[src/rtl/ravs_pkg.sv]
package ravs_pkg;

  localparam int RANGE_W   = 16;
  localparam int STAT_W    = 8;
  localparam int ELAP_W    = 16;
  localparam int MEAN_W    = 16;
  localparam int SCALE_W   = 10;
  localparam int SPEED_W   = 32;
  localparam int PROD_W    = MEAN_W + SCALE_W;
  localparam int FRAC_W    = 8;
  localparam int DVD_W     = PROD_W + FRAC_W;
  localparam int REM_W     = 16;
  localparam int DIV_STEPS = DVD_W / 2;
  localparam int CNT_W     = 5;
  localparam int IDX_W     = 4;
  localparam int CFG_W     = 10;
  localparam int S_DATA_W  = RANGE_W + ELAP_W;
  localparam int M_DATA_W  = MEAN_W + SPEED_W;
  localparam int M_USER_W  = 2;

  localparam logic [IDX_W-1:0] REG_REJECT_STATUS = 4'd0;
  localparam logic [IDX_W-1:0] REG_SPEED_SCALE   = 4'd1;

  localparam logic [STAT_W-1:0]  RST_REJECT_STATUS = 8'd4;
  localparam logic [SCALE_W-1:0] RST_SPEED_SCALE   = 10'd100;

  localparam logic [SPEED_W-1:0] SPEED_SAT = '1;

  typedef struct packed {
    logic capture;
    logic window_update;
    logic div_start;
    logic take_mean;
    logic do_mul;
    logic load_result;
  } ravs_cmd_t;

  typedef struct packed {
    logic reject;
    logic elapsed_zero;
    logic div_done;
    logic out_free;
  } ravs_sts_t;

  typedef enum logic [7:0] {
    ST_IDLE      = 8'b00000001,
    ST_READ      = 8'b00000010,
    ST_UPDATE    = 8'b00000100,
    ST_MEAN      = 8'b00001000,
    ST_MUL       = 8'b00010000,
    ST_SDIV_GO   = 8'b00100000,
    ST_SDIV_WAIT = 8'b01000000,
    ST_FINISH    = 8'b10000000
  } ravs_state_t;

endpackage

[src/rtl/ravs_ram.sv]
module ravs_ram #(
  parameter int WIDTH = 16,
  parameter int DEPTH = 7
) (
  input  logic                                 clk,
  input  logic                                 we,
  input  logic [(DEPTH > 1 ? $clog2(DEPTH) : 1)-1:0] waddr,
  input  logic [WIDTH-1:0]                     wdata,
  input  logic [(DEPTH > 1 ? $clog2(DEPTH) : 1)-1:0] raddr,
  output logic [WIDTH-1:0]                     rdata
);

  logic [WIDTH-1:0] mem [DEPTH];

  always_ff @(posedge clk) begin
    if (we) begin
      mem[waddr] <= wdata;
    end
    rdata <= mem[raddr];
  end

endmodule

[src/rtl/ravs_div.sv]
module ravs_div import ravs_pkg::*; (
  input  logic             clk,
  input  logic             rst,
  input  logic             start,
  input  logic [DVD_W-1:0] dividend,
  input  logic [REM_W-1:0] divisor,
  output logic [DVD_W-1:0] quotient,
  output logic             done
);

  logic [REM_W-1:0] rem;
  logic [REM_W-1:0] dsr;
  logic [CNT_W-1:0] cnt;
  logic             busy;
  logic [REM_W:0]   r1, n1, r2, n2;
  logic             ge1, ge2;
  logic [DVD_W-1:0] q1, q2;

  // two restoring steps per cycle
  always_comb begin
    r1  = {rem, quotient[DVD_W-1]};
    ge1 = (r1 >= {1'b0, dsr});
    n1  = ge1 ? (r1 - {1'b0, dsr}) : r1;
    q1  = {quotient[DVD_W-2:0], ge1};
    r2  = {n1[REM_W-1:0], q1[DVD_W-1]};
    ge2 = (r2 >= {1'b0, dsr});
    n2  = ge2 ? (r2 - {1'b0, dsr}) : r2;
    q2  = {q1[DVD_W-2:0], ge2};
  end

  always_ff @(posedge clk) begin
    if (rst) begin
      busy <= 1'b0;
      done <= 1'b0;
      cnt  <= '0;
    end else begin
      done <= 1'b0;
      if (start) begin
        busy <= 1'b1;
        cnt  <= CNT_W'(DIV_STEPS);
      end else if (busy) begin
        cnt <= cnt - 1'b1;
        if (cnt == CNT_W'(1)) begin
          busy <= 1'b0;
          done <= 1'b1;
        end
      end
    end
  end

  always_ff @(posedge clk) begin
    if (start) begin
      quotient <= dividend;
      rem      <= '0;
      dsr      <= divisor;
    end else if (busy) begin
      quotient <= q2;
      rem      <= n2[REM_W-1:0];
    end
  end

endmodule

[src/rtl/ravs_dp.sv]
module ravs_dp import ravs_pkg::*; #(
  parameter int DEPTH = 7
) (
  input  logic                clk,
  input  logic                rst,
  input  ravs_cmd_t           cmd,
  output ravs_sts_t           sts,
  input  logic [S_DATA_W-1:0] s_tdata,
  input  logic [STAT_W-1:0]   s_tuser,
  input  logic                cfg_valid,
  input  logic [IDX_W-1:0]    cfg_index,
  input  logic [CFG_W-1:0]    cfg_data,
  output logic                m_tvalid,
  input  logic                m_tready,
  output logic [M_DATA_W-1:0] m_tdata,
  output logic [M_USER_W-1:0] m_tuser
);

  localparam int SLOT_W  = (DEPTH > 1) ? $clog2(DEPTH) : 1;
  localparam int TOT_W   = RANGE_W + $clog2(DEPTH + 1);
  localparam int MEAN_SH = TOT_W + $clog2(DEPTH);
  localparam int RECIP_W = TOT_W + 1;
  localparam int MPROD_W = TOT_W + RECIP_W;
  localparam logic [RECIP_W-1:0] RECIP =
    RECIP_W'(((64'd1 << MEAN_SH) + 64'(DEPTH) - 64'd1) / 64'(DEPTH));

  logic [STAT_W-1:0]  reject_status;
  logic [SCALE_W-1:0] speed_scale;

  logic [RANGE_W-1:0] in_range;
  logic [STAT_W-1:0]  in_status;
  logic [ELAP_W-1:0]  in_elapsed;

  logic [DEPTH-1:0]   win_valid;
  logic [SLOT_W-1:0]  slot;
  logic [SLOT_W-1:0]  slot_next;
  logic [TOT_W-1:0]   total;
  logic [TOT_W-1:0]   total_next;
  logic [RANGE_W-1:0] ram_rdata;
  logic [RANGE_W-1:0] old_entry;

  logic [MPROD_W-1:0] mean_prod;
  logic [MEAN_W-1:0]  mean;
  logic [MEAN_W-1:0]  prev_mean;
  logic [MEAN_W-1:0]  diff;
  logic [PROD_W-1:0]  product;

  logic [DVD_W-1:0]   div_dividend;
  logic [REM_W-1:0]   div_divisor;
  logic [DVD_W-1:0]   div_q;
  logic               div_done;
  logic [SPEED_W-1:0] speed;

  // config writes are always taken
  always_ff @(posedge clk) begin
    if (rst) begin
      reject_status <= RST_REJECT_STATUS;
      speed_scale   <= RST_SPEED_SCALE;
    end else if (cfg_valid) begin
      case (cfg_index)
        REG_REJECT_STATUS: reject_status <= cfg_data[STAT_W-1:0];
        REG_SPEED_SCALE:   speed_scale   <= cfg_data[SCALE_W-1:0];
        default: ;
      endcase
    end
  end

  always_ff @(posedge clk) begin
    if (cmd.capture) begin
      in_range   <= s_tdata[RANGE_W-1:0];
      in_elapsed <= s_tdata[S_DATA_W-1:RANGE_W];
      in_status  <= s_tuser;
    end
  end

  ravs_ram #(.WIDTH(RANGE_W), .DEPTH(DEPTH)) u_ram (
    .clk   (clk),
    .we    (cmd.window_update),
    .waddr (slot),
    .wdata (in_range),
    .raddr (slot),
    .rdata (ram_rdata)
  );

  always_comb begin
    old_entry  = win_valid[slot] ? ram_rdata : '0;
    total_next = total - TOT_W'(old_entry) + TOT_W'(in_range);
    slot_next  = (slot == SLOT_W'(DEPTH - 1)) ? '0 : slot + 1'b1;
    diff       = (mean >= prev_mean) ? (mean - prev_mean) : (prev_mean - mean);
    // floor(total / DEPTH) by reciprocal multiply, exact over the whole sum range
    mean_prod  = MPROD_W'(total) * MPROD_W'(RECIP);
  end

  always_ff @(posedge clk) begin
    if (rst) begin
      win_valid <= '0;
      slot      <= '0;
      total     <= '0;
    end else if (cmd.window_update) begin
      win_valid[slot] <= 1'b1;
      slot            <= slot_next;
      total           <= total_next;
    end
  end

  always_comb begin
    div_dividend = {product, FRAC_W'(0)};
    div_divisor  = in_elapsed;
  end

  ravs_div u_div (
    .clk      (clk),
    .rst      (rst),
    .start    (cmd.div_start),
    .dividend (div_dividend),
    .divisor  (div_divisor),
    .quotient (div_q),
    .done     (div_done)
  );

  always_ff @(posedge clk) begin
    if (cmd.take_mean) begin
      mean <= mean_prod[MEAN_SH +: MEAN_W];
    end
    if (cmd.do_mul) begin
      product <= PROD_W'(diff) * PROD_W'(speed_scale);
    end
  end

  // saturate the speed when the elapsed time is zero or the quotient does not fit the speed field
  always_comb begin
    if (in_elapsed == '0) begin
      speed = SPEED_SAT;
    end else if (div_q[DVD_W-1:SPEED_W] != '0) begin
      speed = SPEED_SAT;
    end else begin
      speed = div_q[SPEED_W-1:0];
    end
  end

  always_ff @(posedge clk) begin
    if (rst) begin
      m_tvalid  <= 1'b0;
      prev_mean <= '0;
    end else if (cmd.load_result) begin
      m_tvalid  <= 1'b1;
      prev_mean <= mean;
    end else if (m_tready) begin
      m_tvalid <= 1'b0;
    end
  end

  always_ff @(posedge clk) begin
    if (cmd.load_result) begin
      m_tdata <= {speed, mean};
      m_tuser <= {(mean != prev_mean), (in_elapsed == '0)};
    end
  end

  always_comb begin
    sts.reject       = (in_status == reject_status);
    sts.elapsed_zero = (in_elapsed == '0);
    sts.div_done     = div_done;
    sts.out_free     = !m_tvalid || m_tready;
  end

endmodule

[src/rtl/ravs_ctrl.sv]
module ravs_ctrl import ravs_pkg::*; (
  input  logic      clk,
  input  logic      rst,
  input  logic      s_tvalid,
  output logic      s_tready,
  input  ravs_sts_t sts,
  output ravs_cmd_t cmd
);

  ravs_state_t state;
  ravs_state_t state_next;

  always_ff @(posedge clk) begin
    if (rst) begin
      state <= ST_IDLE;
    end else begin
      state <= state_next;
    end
  end

  always_comb begin
    cmd        = '0;
    s_tready   = 1'b0;
    state_next = state;
    case (state)
      ST_IDLE: begin
        s_tready = 1'b1;
        if (s_tvalid) begin
          cmd.capture = 1'b1;
          state_next  = ST_READ;
        end
      end
      // old entry comes out of the RAM
      ST_READ: begin
        state_next = ST_UPDATE;
      end
      ST_UPDATE: begin
        cmd.window_update = !sts.reject;
        state_next        = ST_MEAN;
      end
      ST_MEAN: begin
        cmd.take_mean = 1'b1;
        state_next    = ST_MUL;
      end
      ST_MUL: begin
        cmd.do_mul = 1'b1;
        state_next = ST_SDIV_GO;
      end
      ST_SDIV_GO: begin
        if (sts.elapsed_zero) begin
          state_next = ST_FINISH;
        end else begin
          cmd.div_start = 1'b1;
          state_next    = ST_SDIV_WAIT;
        end
      end
      ST_SDIV_WAIT: begin
        if (sts.div_done) begin
          state_next = ST_FINISH;
        end
      end
      // hold until the output register is free
      ST_FINISH: begin
        if (sts.out_free) begin
          cmd.load_result = 1'b1;
          state_next      = ST_IDLE;
        end
      end
      default: begin
        state_next = ST_IDLE;
      end
    endcase
  end

endmodule

[src/rtl/range_average_and_speed_top.sv]
// Each accepted input word gives one result word; the divider is skipped when elapsed_ms is 0.
// A new input word is taken only after the last one reaches the output register; the speed
//   comes from a radix-4 divider and the mean from a reciprocal multiply.
// The output register lets the next input word in while a result waits.
// Reset (rst, synchronous): window cleared through per-entry valid bits, slot, sum and
//   previous mean to zero, reject_status to 4, speed_scale to 100; no clearing pass.
module range_average_and_speed_top import ravs_pkg::*; #(
  parameter int DEPTH = 7
) (
  input  logic                clk,
  input  logic                rst,
  input  logic                s_tvalid,
  output logic                s_tready,
  input  logic [S_DATA_W-1:0] s_tdata,   // range_mm, elapsed_ms
  input  logic [STAT_W-1:0]   s_tuser,   // range_status
  output logic                m_tvalid,
  input  logic                m_tready,
  output logic [M_DATA_W-1:0] m_tdata,   // mean_distance, speed_fixed
  output logic [M_USER_W-1:0] m_tuser,   // elapsed_zero, mean_changed
  input  logic                cfg_valid,
  output logic                cfg_ready,
  input  logic [IDX_W-1:0]    cfg_index,
  input  logic [CFG_W-1:0]    cfg_data
);

  ravs_cmd_t cmd;
  ravs_sts_t sts;

  assign cfg_ready = 1'b1;

  ravs_ctrl u_ctrl (
    .clk      (clk),
    .rst      (rst),
    .s_tvalid (s_tvalid),
    .s_tready (s_tready),
    .sts      (sts),
    .cmd      (cmd)
  );

  ravs_dp #(.DEPTH(DEPTH)) u_dp (
    .clk       (clk),
    .rst       (rst),
    .cmd       (cmd),
    .sts       (sts),
    .s_tdata   (s_tdata),
    .s_tuser   (s_tuser),
    .cfg_valid (cfg_valid),
    .cfg_index (cfg_index),
    .cfg_data  (cfg_data),
    .m_tvalid  (m_tvalid),
    .m_tready  (m_tready),
    .m_tdata   (m_tdata),
    .m_tuser   (m_tuser)
  );

endmodule

[config.mk]
export PLATFORM = sky130hd
export DESIGN_NAME = range_average_and_speed_top
export DESIGN_NICKNAME = d
export VERILOG_FILES = /design/src/rtl/ravs_pkg.sv /design/src/rtl/ravs_ram.sv /design/src/rtl/ravs_div.sv /design/src/rtl/ravs_dp.sv /design/src/rtl/ravs_ctrl.sv /design/src/rtl/range_average_and_speed_top.sv
export SDC_FILE = /design/constraint.sdc
export NUM_CORES = 1
export LEC_CHECK = 0
export BUFFER_PORTS_ARGS = -buffer_cell sky130_fd_sc_hd__buf_2
export CAP_MARGIN = 20
export CORE_MARGIN = 2
export CORE_UTILIZATION = 49
export CTS_BUF_LIST = sky130_fd_sc_hd__clkbuf_4
export CTS_CLUSTER_SIZE = 24
export DETAILED_ROUTE_END_ITERATION = 10
export GPL_TIMING_DRIVEN = 0
export PLACE_DENSITY = 0.63
export SLEW_MARGIN = 20
export SYNTH_ARGS = -nofsm -noshare
export SYNTH_HDL_FRONTEND = slang
export SYNTH_SLANG_ARGS = --single-unit
[constraint.sdc]
create_clock -name clk -period 25.4 [get_ports clk]
set_input_delay 5.08 -clock clk [delete_from_list [all_inputs] [get_ports clk]]
set_output_delay 5.08 -clock clk [all_outputs]
set_load 0.03 [all_outputs]
# Word-level counts from Yosys, hierarchy flattened
# Memories as Yosys holds them, arrays and structs flattened. A register that Yosys moved wholly into a read port is not among the register bits.
# Cells that the tools add are included.
# Widths: inputs -> output; s select.
[classes] order_cmp=5 reduce_logical=15 muxes=36 bitwise=2 eq_ne=16 n_mul=2 addsub=8
[op_table] cell="$mux 34" n=2
[op_table] cell="$mux 16" n=4
[op_table] cell="$pmux 8 s8" n=1
[op_table] cell="$sub 16x16->16" n=4
[op_table] cell="$mul 19x20->38 const B" n=1
[op_table] cell="$ge 17x16->1" n=2
[op_table] cell="$mux 8" n=4
[op_table] cell="$mul 16x10->26" n=1
[op_table] cell="$mux 1" n=20
[op_table] cell="$add 19x16->19" n=1
[op_table] cell="$sub 19x16->19" n=1
[op_table] cell="$ge 16x16->1" n=1
[op_table] cell="$logic_not 16->1" n=1
[op_table] cell="$ne 16x16->1" n=1
[op_table] cell="$mux 5" n=2
[op_table] cell="$eq 8x1->1 const B" n=1
[op_table] cell="$eq 8x2->1 const B" n=1
[op_table] cell="$eq 8x3->1 const B" n=1
[op_table] cell="$eq 8x4->1 const B" n=1
[op_table] cell="$eq 8x5->1 const B" n=1
[op_table] cell="$eq 8x6->1 const B" n=1
[op_table] cell="$eq 8x7->1 const B" n=1
[op_table] cell="$eq 8x8->1" n=1
[op_table] cell="$eq 8x8->1 const B" n=1
[op_table] cell="23 further kinds" n=29
[word_totals] n_memories=1 word_cells=109 mem_bits_rw=112 in_bits=59 reg_bits=277 output_inout_bits=53
[mem_list] memory="u_dp.u_ram.mem" depth=7 word_bits=16 rd=1 rd_ports_with_merged_regs=1 wr=1 line="ravs_ram.sv:13" text="logic [WIDTH-1:0] mem [DEPTH];"

# Longest topological paths before layout
[depth] word_depth=5 depth_mapped=33 depth_no_buf=33

# Modules after synthesis
# Synthesis repeated with hierarchy kept, for this count alone.
[hier_totals] cells_unflattened=2689 area_unflattened_um2=29572.1
[modules_own_cells] mod="ravs_dp" seq_area_each_um2=5245.0 cells_each=1943 n_inst=1 area_per_inst_um2=19500.0
[modules_own_cells] mod="ravs_ram" seq_area_each_um2=3683.5 cells_each=253 n_inst=1 area_per_inst_um2=4890.9
[modules_own_cells] mod="ravs_div" seq_area_each_um2=1961.9 cells_each=438 n_inst=1 area_per_inst_um2=4725.8
[modules_own_cells] mod="ravs_ctrl" seq_area_each_um2=160.2 cells_each=53 n_inst=1 area_per_inst_um2=444.2
[modules_own_cells] mod="range_average_and_speed_top" seq_area_each_um2=0.0 cells_each=2 n_inst=1 area_per_inst_um2=11.3

# Worst setup path before layout
# Ideal clock, no wire load.
[synth_timing] kind="register -> register" start="reg u_dp.mean[0]" end="reg u_dp.product[25] (data pin)" setup_slack_ps=17422 arrival_ps=7821 stages_incl_launch_ff=34 synth_period_minus_slack_ps=7978 cell_sequence="edfxtp_1 -> inv_1 -> ha_1 -> inv_1 -> fa_1 -> a21o_1 -> a21o_1 -> o2111ai_2 -> nand3_1 -> a211oi_2 -> nor3_1 -> o21bai_1 -> xor2_1 -> nand2_1 -> fa_1 -> inv_1 -> fa_1 -> inv_1 -> fa_1 -> inv_1 -> fa_1 -> inv_1 -> fa_1 -> inv_1 -> ha_1 -> a2111oi_0 -> o21ai_1 -> a31oi_1 -> a21oi_1 -> o21ai_1 -> nand3_1 -> or4_1 -> a2111o_1 -> o211ai_1"
[synth_via] elab_chain_cells=3 elab_cells_between_ends=5
[synth_lines] item="start, declared" line="ravs_dp.sv:43" text="logic [MEAN_W-1:0] mean;"
[synth_lines] item="start signal, assigned" line="ravs_dp.sv:123" text="mean <= mean_prod[MEAN_SH +: MEAN_W];"
[synth_lines] item="$sub 16x16->16 or $ge 16x16->1 (tied branches)" line="ravs_dp.sv:89" text="diff = (mean >= prev_mean) ? (mean - prev_mean) : (prev_mean - mean);"
[synth_lines] item="$mux 16 (*)" line="ravs_dp.sv:89"
[synth_lines] item="$mul 16x10->26 (*)" line="ravs_dp.sv:126" text="product <= PROD_W'(diff) * PROD_W'(speed_scale);"
[synth_lines] item="end signal, assigned" line="ravs_dp.sv:126"
[synth_lines] item="end, declared" line="ravs_dp.sv:46" text="logic [PROD_W-1:0] product;"
# Every way passes the cells marked *; elsewhere a longest branch is shown, timed or not.
# A chain may end at the register's enable or synchronous reset.

# Worst setup path after layout
# Same ends and word-level chain as after synthesis.

==> impl_summary.md <==
Run status
The run finished with clean final reports.

Routing
The iteration count of the initial detailed-routing pass is 6. The via count is ~20000. The routed wire length is between 60 and 70 mm. The average via count per standard cell is approximately 5.3. The violation count after the first detailed-route iteration is approximately 1100. After detailed routing, the number of remaining DRC violations is 0.

After detailed routing, the average wire length per cell comes to between 15 and 20 µm. In this run the remaining antenna-violating nets after routing total 0.

Cells and area
The filler cell count is slightly above 5000. Leaving out fill and tap cells, the most frequent cells in the layout are sky130_fd_sc_hd__inv_1 (366), sky130_fd_sc_hd__edfxtp_1 (286), sky130_fd_sc_hd__ha_1 (282), sky130_fd_sc_hd__nand2_1 (230), sky130_fd_sc_hd__fa_1 (198). The synthesis-to-layout area growth is 10.66%. The most frequent standard cell in the layout excluding fill and tap cells is sky130_fd_sc_hd__inv_1. Excluding fillers, the count of instances in the completed layout stands at roughly 3800. The post-layout net count is approximately 3400. The fraction of final layout cells with drive strength greater than 1 is 11.64%.

Yosys
In this run, synthesis inferred about 290 flip-flops with an integrated enable. The share of synthesized flip-flops with an asynchronous set or reset is 0%. The post-synthesis instance area is 28450 µm². The number of instances in the synthesized netlist is around 2700. A synthesized cell averages ~11 µm².

The most common flop cell mapped by yosys is sky130_fd_sc_hd__edfxtp_1. The number of warnings printed during yosys synthesis is 0. Yosys mapped the design onto 88 distinct sky130hd cell types. When the netlist entered floorplanning its net count stood at between 3000 and 4000.

Counting flops and latches in the post-synthesis netlist gives approximately 410. The portion of the post-synthesis area used by sequential elements is between 30 and 40%.

STA
The final number of max-transition violations is 0. The clock tree skew after final layout is just under 0.1 ns. The smallest setup slack after layout is around 16 ns. The worst path in the final design needs a cycle of between 9 and 10 ns, including I/O delays and setup.

Timing would allow up to around 110 MHz. The final period utilization is between 30% and 40%. The number of hold violations in the final report is 0.

The final-report setup violation count is 0. The final total negative setup slack is 0 ns. At the pin with the least slew margin, the transition time is about 1.1 ns. The worst slew margin relative to its limit is a little under a quarter. Setup repair after global routing left no endpoint under its margin.

Power
In this run the power density over the cells is about 56 nW/µm². Across the VDD grid, the largest voltage drop is approximately 36 µV. For this design the static power due to leakage is 14.27 nW. The total design power is ~1.8 mW.

Global routing
Entering global routing, the biggest net connects ~40 pins. The first global-routing pass estimated 109.0 mm of wire. The all-layer global routing usage is a little under a quarter. The number of antenna violations at the first check in global routing is 4. The number of global-route vias before repair was between 20000 and 25000. The remaining global-route overflow is 0.

Placed design
The count of input and output buffers is between 100 and 150. The worst slack at placement is 16.19 ns. The instance count after placement with tap cells included is approximately 3600. Summed over all nets, the half-perimeter wirelength after detailed placement is around 52 mm. The final weighted congestion of routability-driven global placement is ~0.9.

Clock tree
The number of setup buffers added after CTS is 0. TritonCTS built the clock tree. The number of cells upsized or downsized after cts is 0. CTS built an H-tree with a depth of 3. The number of buffers between clock root and the deepest sink is 3. The clock tree root buffer cell is sky130_fd_sc_hd__clkbuf_4. The clock transition at the registers of the reported paths is about 0.070 ns. The total clock buffers created by CTS is between 100 and 150. Counting every sink on the clock net gives 405. After clock tree synthesis, the flow added hold-fix buffers numbering 0. The later pin in the worst-skew pair is clocked with a latency of 0.92 ns.

Die
The number of standard-cell rows in the floorplan is 88. The number of top-level design ports is approximately 110. The die is between 200 and 250 µm wide.

The die covers between 60000 and 70000 µm². The starting utilization of the core area is 49.40%. The height of the chip is 245.0 µm. The core footprint is ~58000 µm².

Critical path
The worst setup path is captured at a flop. The worst setup path is of the flop to flop kind. The slowest stage of the critical path is the sky130_fd_sc_hd__xor2_1 cell.

The cell type with the highest occurrence count on the critical path is sky130_fd_sc_hd__inv_1. STA classifies the critical path startpoint as a flop. The data required time of the critical path is 26.13 ns. Of all nets on the critical path, the largest fanout is 10.

In this design, the stage delay of the slowest critical-path cell is 0.78 ns. At the worst endpoint, the arrival time is 9.99 ns.

Min path
The min-delay analysis places its worst path in the category flop to flop.

Job
Max-cap violations in this run came to 0.
==> cell families after synthesis <==
kind of cell | synth area share [%]
adders and majority gates | 26.33
other | 0.01318
and+or+nand+nor | 12.79
xor gates and xnor gates | 3.101
muxes | 3.184
buffers and inverters | 6.047
AOI/OAI and AO/OA | 9.966
DFF | 38.56
==> worst max-delay path: cells and delay by family, from the launching register on <==
kind,cells,cell delay (ns)
adder cells (fa/ha/maj),8,3.41
AO/OA/AOI/OAI,12,2.98
AND/OR/NAND/NOR,5,1.13
XOR/XNOR,1,0.78
flip-flops,1,0.45
buffers and inverters,7,0.39
==> power by group <==
group	internal, mW	total, mW	switching (mW)
Clock	0.301	0.583	0.283
Sequential	0.732	0.751	0.0186
Combinational	0.176	0.417	0.241
Total	1.21	1.75	0.542
==> worst paths after layout <==
kind                             start            endpoint  slack [ns]  cells past startpoint
setup / recovery          u_dp.mean[0]    u_dp.product[25]       16.14                     33
hold / removal    u_dp.div_divisor[13]  u_dp.u_div.dsr[13]        0.41                      0
setup reg to reg          u_dp.mean[0]    u_dp.product[25]       16.14                     33
hold reg to reg   u_dp.div_divisor[13]  u_dp.u_div.dsr[13]        0.41                      0
==> stage by stage <==
stage	utilization [%]	cell area (µm²)	hold WS (ns)
4_1_cts	54.59	31440	0.4007
6_report	54.67	31480	0.4112
3_5_place_dp	52.12	30020	0.4404
5_1_grt	54.67	31480	0.4247
2_1_floorplan	-	28450	0.4268
3_3_place_gp	52.01	29950	0.4421
==> Yosys cell counts, drive strengths merged (4+ instances only) <==
| cell type | count | area, µm² |
|---|---|---|
| a2111oi | 5 | 43.79 |
| a211o | 7 | 62.56 |
| a211oi | 24 | 190.2 |
| a21o | 45 | 337.8 |
| a21oi | 134 | 670.6 |
| a221o | 8 | 80.08 |
| a221oi | 5 | 43.79 |
| a22o | 14 | 122.6 |
| a22oi | 17 | 127.6 |
| a31oi | 15 | 100.1 |
| and2 | 75 | 469.2 |
| and3 | 16 | 100.1 |
| and4 | 4 | 35.03 |
| buf | 17 | 91.33 |
| clkbuf | 67 | 251.5 |
| dfxtp | 119 | 2382 |
| edfxtp | 286 | 8588 |
| fa | 198 | 3964 |
| ha | 282 | 3528 |
| inv | 366 | 1374 |
| mux2 | 18 | 202.7 |
| mux2i | 68 | 680.7 |
| nand2 | 230 | 863.3 |
| nand2b | 67 | 419.2 |
| nand3 | 47 | 235.2 |
| nand3b | 9 | 67.56 |
| nand4 | 15 | 100.1 |
| nor2 | 134 | 510.5 |
| nor2b | 50 | 312.8 |
| nor3 | 39 | 200.2 |
| nor4 | 13 | 93.84 |
| o211ai | 5 | 37.54 |
| o21a | 9 | 67.56 |
| o21ai | 76 | 380.4 |
| o21bai | 18 | 135.1 |
| o221ai | 8 | 70.07 |
| o22ai | 7 | 63.81 |
| o31ai | 5 | 37.54 |
| or2 | 9 | 56.31 |
| or3 | 8 | 50.05 |
| xnor2 | 64 | 560.5 |
| xor2 | 35 | 321.6 |
==> routing by layer <==
metal	global-route usage, %	share of wire, %	up-vias
met4	9.415	3.2	2
met1	28.73	42	9770
met2	40.16	50	501
li1	-	-	9684
met3	3.575	4.6	141
met5	0	0.015	-
==> registers in the layout, indices dropped and copies added, names as in the netlist, 2 cells and up <==
| register | cells |
|---|---|
| u_dp.reject_status | 8 |
| u_dp.total | 19 |
| u_dp.u_div.quotient | 34 |
| u_dp.prev_mean | 16 |
| u_dp.u_div.cnt | 5 |
| u_ctrl.state | 8 |
| u_dp.win_valid | 7 |
| u_dp.speed_scale | 10 |
| u_dp.product | 26 |
| u_dp.u_div.dsr | 16 |
| u_dp.u_ram.rdata | 16 |
| u_dp.in_range | 16 |
| u_dp.in_status | 8 |
| u_dp.m_tuser | 2 |
| u_dp.u_div.rem | 16 |
| u_dp.slot | 3 |
| u_dp.m_tdata | 48 |
| u_dp.u_ram.mem | 112 |
| u_dp.mean | 16 |
| u_dp.div_divisor | 16 |
==> cell type report <==
| type | instances | area (µm²) | share of cell area, % |
|---|---|---|---|
| Clock buffer | 165 | 1239 | 3.934 |
| Multi-Input combinational cell | 1827 | 15810 | 50.22 |
| Antenna cell | 7 | 17.52 | 0.05564 |
| Clock inverter | 30 | 181.4 | 0.5762 |
| Buffer | 84 | 345.3 | 1.097 |
| Timing Repair Buffer | 112 | 584.3 | 1.856 |
| Sequential cell | 405 | 10970 | 34.84 |
| Inverter | 367 | 1378 | 4.375 |
| Tap cell | 765 | 957.2 | 3.040 |
(Power assumes the default switching activity.)
